### config.mk
export PLATFORM = sky130hd
export DESIGN_NAME = jsd_sqrt
export DESIGN_NICKNAME = d
export VERILOG_FILES = /design/src/design/jsd_pkg.sv /design/src/design/jsd_sqrt.sv
export SDC_FILE = /design/constraint.sdc
export NUM_CORES = 2
export LEC_CHECK = 0
export BUFFER_PORTS_ARGS = -buffer_cell sky130_fd_sc_hd__buf_2
export CORE_MARGIN = 3
export CORE_UTILIZATION = 34
export DETAILED_ROUTE_END_ITERATION = 8
export PLACE_DENSITY_LB_ADDON = 0.12
export SYNTH_ARGS = -nofsm -noshare
export SYNTH_HDL_FRONTEND = slang
export SYNTH_SLANG_ARGS = --single-unit
### constraint.sdc
create_clock -name i_clk -period 7.3 [get_ports i_clk]
set_input_delay 0.365 -clock i_clk [delete_from_list [all_inputs] [get_ports i_clk]]
set_output_delay 0.365 -clock i_clk [all_outputs]
set_load 0.1 [all_outputs]
### src/design/jsd_pkg.sv
package jsd_pkg;

    localparam int unsigned AXIS_W = 16;
    localparam int unsigned MAG_W  = 16;
    localparam int unsigned SQ_W   = 32;
    localparam int unsigned RAD_W  = 16;
    localparam int unsigned PROD_W = 32;
    localparam logic [SQ_W-1:0]  SQ_THRESH   = 32'd107374;
    localparam logic [MAG_W-1:0] AXIS_THRESH = 16'd328;

    // Sideband carried with each item through the pipeline.
    typedef struct packed {
        logic signed [AXIS_W-1:0] raw_x;
        logic signed [AXIS_W-1:0] raw_y;
        logic [MAG_W-1:0]         mag_x;
        logic [MAG_W-1:0]         mag_y;
        logic [MAG_W-1:0]         mag_max;
        logic                     map_en;
    } t_side;

endpackage

### src/design/jsd_sqrt.sv
// Pipelined integer square root, one result bit per stage.
module jsd_sqrt (
    input  logic                     i_clk,
    input  logic                     i_rst_n,
    input  logic                     i_en,
    input  logic                     i_valid,
    input  logic [jsd_pkg::SQ_W-1:0] i_sq,
    input  jsd_pkg::t_side           i_side,
    output logic                     o_valid,
    output logic [jsd_pkg::RAD_W-1:0] o_root,
    output jsd_pkg::t_side           o_side
);
    import jsd_pkg::*;

    localparam int unsigned N = RAD_W;

    logic           r_v    [N];
    logic [SQ_W-1:0] r_rem [N];
    logic [RAD_W-1:0] r_root [N];
    t_side          r_side [N];

    logic [SQ_W-1:0]  n_rem  [N];
    logic [RAD_W-1:0] n_root [N];

    // Stage k decides bit (N-1-k) of the root.
    always_comb begin
        logic [SQ_W-1:0]  rem_in;
        logic [RAD_W-1:0] root_in;
        logic [SQ_W+1:0]  trial;
        logic [SQ_W+1:0]  cur;
        for (int k = 0; k < N; k++) begin
            rem_in  = (k == 0) ? i_sq : r_rem[k-1];
            root_in = (k == 0) ? '0 : r_root[k-1];
            // Trial subtrahend: (root << (bitpos + 1)) + (1 << 2*bitpos), where root
            // holds the bits decided so far at their final positions.
            trial = ({{(SQ_W+2-RAD_W){1'b0}}, root_in} << (N - k))
                  | ({{(SQ_W+1){1'b0}}, 1'b1} << (2 * (N - 1 - k)));
            cur = {2'b00, rem_in};
            if (cur >= trial) begin
                n_rem[k]  = SQ_W'(cur - trial);
                n_root[k] = root_in | (RAD_W'(1) << (N - 1 - k));
            end else begin
                n_rem[k]  = rem_in;
                n_root[k] = root_in;
            end
        end
    end

    always_ff @(posedge i_clk) begin
        if (!i_rst_n) begin
            for (int k = 0; k < N; k++) r_v[k] <= 1'b0;
        end else if (i_en) begin
            for (int k = 0; k < N; k++) r_v[k] <= (k == 0) ? i_valid : r_v[k-1];
        end
    end

    always_ff @(posedge i_clk) begin
        if (i_en) begin
            for (int k = 0; k < N; k++) begin
                r_rem[k]  <= n_rem[k];
                r_root[k] <= n_root[k];
                r_side[k] <= (k == 0) ? i_side : r_side[k-1];
            end
        end
    end

    assign o_valid = r_v[N-1];
    assign o_root  = r_root[N-1];
    assign o_side  = r_side[N-1];

endmodule

-- After elaboration in Yosys (flattened, before gate mapping)
Memories as Yosys holds them, arrays and structs flattened.
Cells that the tools add are included.
- bitwise gates (word level): 16
- $lt $le $gt $ge: 16
- muxes and demuxes: 53
- add/subtract/negate cells: 16
- operators with widths (cell ; count):
    $mux 32 ; 16
    $ge 32x17->1 ; 1
    $ge 32x18->1 ; 1
    $ge 32x19->1 ; 1
    $ge 32x20->1 ; 1
    $ge 32x21->1 ; 1
    $ge 32x22->1 ; 1
    $ge 32x23->1 ; 1
    $ge 32x24->1 ; 1
    $ge 32x25->1 ; 1
    $ge 32x26->1 ; 1
    $ge 32x27->1 ; 1
    $ge 32x28->1 ; 1
    $ge 32x29->1 ; 1
    $ge 32x30->1 ; 1
    $ge 32x31->1 ; 1
    $ge 32x31->1 const B ; 1
    $sub 32x17->32 ; 1
    $sub 32x18->32 ; 1
    $sub 32x19->32 ; 1
    $sub 32x20->32 ; 1
    $sub 32x21->32 ; 1
    $sub 32x22->32 ; 1
    $sub 32x23->32 ; 1
    26 further kinds ; 62
- word-level logic and storage cells: 105
- input bits: 117
- register bits: 0
- bits in writable memories: 2080
- memories kept: 4
- output and inout bits: 98
- memory list (name ; depth ; bits a word ; read ports ; clocked after memory_dff ; wr ports ; line ; source):
    r_side ; 16 ; 81 ; 16 ; 0 ; 16 ; jsd_sqrt.sv:20 ; t_side r_side [N];
    r_rem ; 16 ; 32 ; 15 ; 0 ; 16 ; jsd_sqrt.sv:18 ; logic [SQ_W-1:0] r_rem [N];
    r_root ; 16 ; 16 ; 16 ; 0 ; 16 ; jsd_sqrt.sv:19 ; logic [RAD_W-1:0] r_root [N];
    r_v ; 16 ; 1 ; 16 ; 0 ; 16 ; jsd_sqrt.sv:17 ; logic r_v [N];

-- Longest topological paths before layout
- word-level depth: 4
- mapped depth: 12
- gate-level depth less buffers: 10

-- Worst setup path after synthesis
OpenSTA, ideal clock, no wires.
- path kind: reg-to-reg
- from: mem r_rem[8][20], in the netlist r_rem[1][20]
- to: mem r_rem[9][19], in the netlist r_rem[1][51], data pin
- slack: 4.525 ns
- path buffers: 1
- arrival: 2.516 ns
- stages on the path, launching flop included: 8
- required time: 7.040 ns
- setup time: 0.260 ns
- clock period less this slack: 2.775 ns
- cell sequence: edfxtp_1 -> ha_1 -> nand2_1 -> or4b_1 -> o311a_1 -> o2111ai_1 -> clkbuf_1 -> mux2_2
- RTL lines (item ; line):
    from (decl) ; jsd_sqrt.sv:18

==> results.yml <==
run_status:
  run_status: "finished clean"
logic_synthesis:
  synthArstFlopShare: 0
  synth_top_flop_cell: "edfxtp_1"
  synthTopCellsByArea: "edfxtp_1 (84%), ha_1 (2.7%), xnor2_1 (1.3%)"
  synth_top_area_frac: 0.842
  netlist-cell-type-count: 81
  netlist_area_mm2: 0.0687
  synth-edff-count: 1927
  synth_most_common_cell: "edfxtp_1"
  ys_warn_count: 0
  avgSynthCellArea_um2: 19.2
  yosysTopAreaCell: "edfxtp_1"
  synthCells: 3586
  synth.net_count: 3853
  yosysSeqAreaShare: 0.843
  synth_commonest_cells: "edfxtp_1 (1927), inv_1 (174), ha_1 (150), nor2_1 (134), a21oi_1 (132)"
  synth_seq_cells: 1928
worst_hold_path:
  holdCritPathClass: "in2reg"
  holdCritStartpoint: "i_side[49]"
  min_to: "r_side[0][49]"
  hold_path_depth: 2
clock_tree:
  cts_tree: "yes"
  clock_sinks: 1928
  numCtsBuffers: 204
  cts_buffer_depth: 3
  clk_latency_ps: 820
  path_clk_slew_ps: 60
  cts_root_buffer: "clkbuf_16"
  cts.htree.levels: 4
placement:
  postPlaceCellArea_mm2: 0.0733
  gp_congestion: 0.887
  dp_cells: 6447
  numPortBuffers: 214
  hpwl_um: 62200
worst_setup_path:
  max_stage_delay_ps: 710
  r2r_start: "r_rem[1][103]"
  end_kind: "register"
  reg2reg_to: "r_rem[1][155]"
  path_max_fanout: 6
  reg2reg_depth: 8
  crit_path_top_delay_cell: "a311oi_1"
  crit_chain: "inv_1, ha_1, or4b_2, nor4_1, a41oi_1, a311oi_1, nand3_1, xnor2_1"
  critPathRequiredTime_ps: 7850
  start_kind: "register"
  crit_buf_inv: 1
  worst-r2r-setup-slack_ps: 3840
  critPathTopFamily: "simple AND/OR/NAND/NOR gates"
  crit_arrival_ps: 4010
  path_class: "reg2reg"
die:
  fp.dieArea_mm2: 0.207
  core_area_mm2: 0.200
  die_x_um: 455
  die_h_um: 455
  io_pins: 215
  rows: 164
  initial_core_util: 0.343
global_routing:
  grt_start_max_net_pins: 173
  grt_pass1_wl_um: 167000
  antenna_found_initial: 1
  grt-ovfl-total: 0
  grt_pass1_vias: 31200
  track_usage: 0.0998
pwr:
  powerDensity_mw_per_mm2: 318
  total_power_mw: 25.8
  vdd_drop_max_v: 0.000253
  leakage_nw: 28.5
route:
  drt_iter0_markers: 2231
  firstDrtPassIters: 5
  wl_per_cell_um: 15.1
  drc: 0
  ant_nets: 0
  num_vias: 30500
  finalWirelength_um: 105000
  vias_per_cell: 4.39
sta:
  finClkSkew_ps: 41.5
  timing.final.max_slew_violations: 0
  hold_viol_final: 0
  period_needed_ps: 3460
  timing.setup.tns_ps: 0
  rsz0062_at_grt: "no"
  whs_ps: 259
  period_share: 0.475
  tightest_slew_ps: 1010
  setup_viol: 0
  slew_headroom: 0.324
  max_freq_ghz: 0.289
layout:
  syn_to_final_growth_pct: 18.1
  drive_above_1_share: 0.133
  final_area_mm2: 0.0811
  fin_nets: 4382
  fin_cells: 6938
job:
  cap_violations: 0
-- cell usage in the layout, fill, tap and decap left out, drive strengths merged, types with 7 or more instances in the layout --
master / synthesis / layout
a211oi: 13 / 13
a21o: 25 / 25
a21oi: 132 / 132
a31oi: 11 / 11
and2: 15 / 15
and3: 14 / 14
buf: 15 / 243
bufinv: 0 / 23
clkbuf: 23 / 246
clkinv: 0 / 85
clkinvlp: 0 / 10
dlygate4sd3: 0 / 118
edfxtp: 1927 / 1927
ha: 150 / 150
inv: 176 / 184
mux2: 17 / 17
nand2: 127 / 127
nand2b: 31 / 31
nand3: 47 / 47
nand3b: 8 / 8
nand4: 26 / 26
nor2: 134 / 134
nor2b: 28 / 28
nor3: 54 / 54
nor3b: 7 / 7
nor4: 75 / 75
nor4b: 19 / 19
o211ai: 12 / 12
o21a: 36 / 36
o21ai: 113 / 113
o31ai: 15 / 15
or3: 24 / 24
or4: 17 / 17
xnor2: 105 / 105
xor2: 91 / 91
-- registers in the layout, indices dropped and copies added, names as in the netlist --
| name | count |
|---|---|
| r_side | 1296 |
| r_rem | 480 |
| r_v | 16 |
| r_root | 136 |
-- cells by family after synthesis --
family          count (synthesis)  synth area share
compound gates                420            0.0380
mux                            23           0.00382
buf+inv                       214            0.0123
simple gates                  655            0.0509
xor+xnor                      196            0.0250
fa+ha+maj                     150            0.0273
flops                        1928             0.843
-- cell type report --
| cell class | count | area (um2) |
|---|---|---|
| well taps | 2656 | 3320 |
| flip-flops and latches | 1928 | 57900 |
| clock inverters | 126 | 1320 |
| multi-input cells | 1444 | 9970 |
| repair buffers | 361 | 2610 |
| inverters | 176 | 663 |
| fillers | 18000 | 119000 |
| clock buffers | 246 | 5350 |
| diodes | 1 | 2.50 |
-- timing repair --
| action | CTS | global route |
|---|---|---|
| hold buffers | 118 | 0 |
| endpoints found under the hold margin | 136 | 0 |
| gates resized for setup | 0 | 0 |
| buffers inserted | 0 | 0 |
-- worst max-delay path by stage --
stage             startpoint            end  slack, ps  cells past startpoint
4_1_cts        r_rem[1][103]  r_rem[1][155]       3830                      8
5_1_grt        r_rem[1][103]  r_rem[1][155]       3620                      8
6_report       r_rem[1][103]  r_rem[1][155]       3840                      8
3_5_place_dp   r_rem[1][103]  r_rem[1][155]       3850                      8
3_3_place_gp   r_rem[1][103]  r_rem[1][155]       3770                      8
2_1_floorplan   r_rem[1][20]   r_rem[1][51]       4520                      7
-- routing by layer --
metal	wire, um	vias up	global-route usage
met3	4450	246	0.0246
met1	45100	14700	0.122
met4	3960	0	0.0467
met2	51100	538	0.167
li1	-	15000	-
met5	0	-	0
-- power breakdown --
part	internal [mW]	switching, mW
sequential	13.3	0.412
combinational	0.751	1.23
clock	6.03	4.17
total	20.0	5.81
-- stage by stage --
stage | utilization | setup slack [ps]
after floorplan | - | 4520
after detailed placement | 0.366 | 3850
final | 0.405 | 3840
after global routing | 0.405 | 3620
after global placement | 0.366 | 3770
after CTS | 0.405 | 3830
Power figures use the tool's default switching activity.
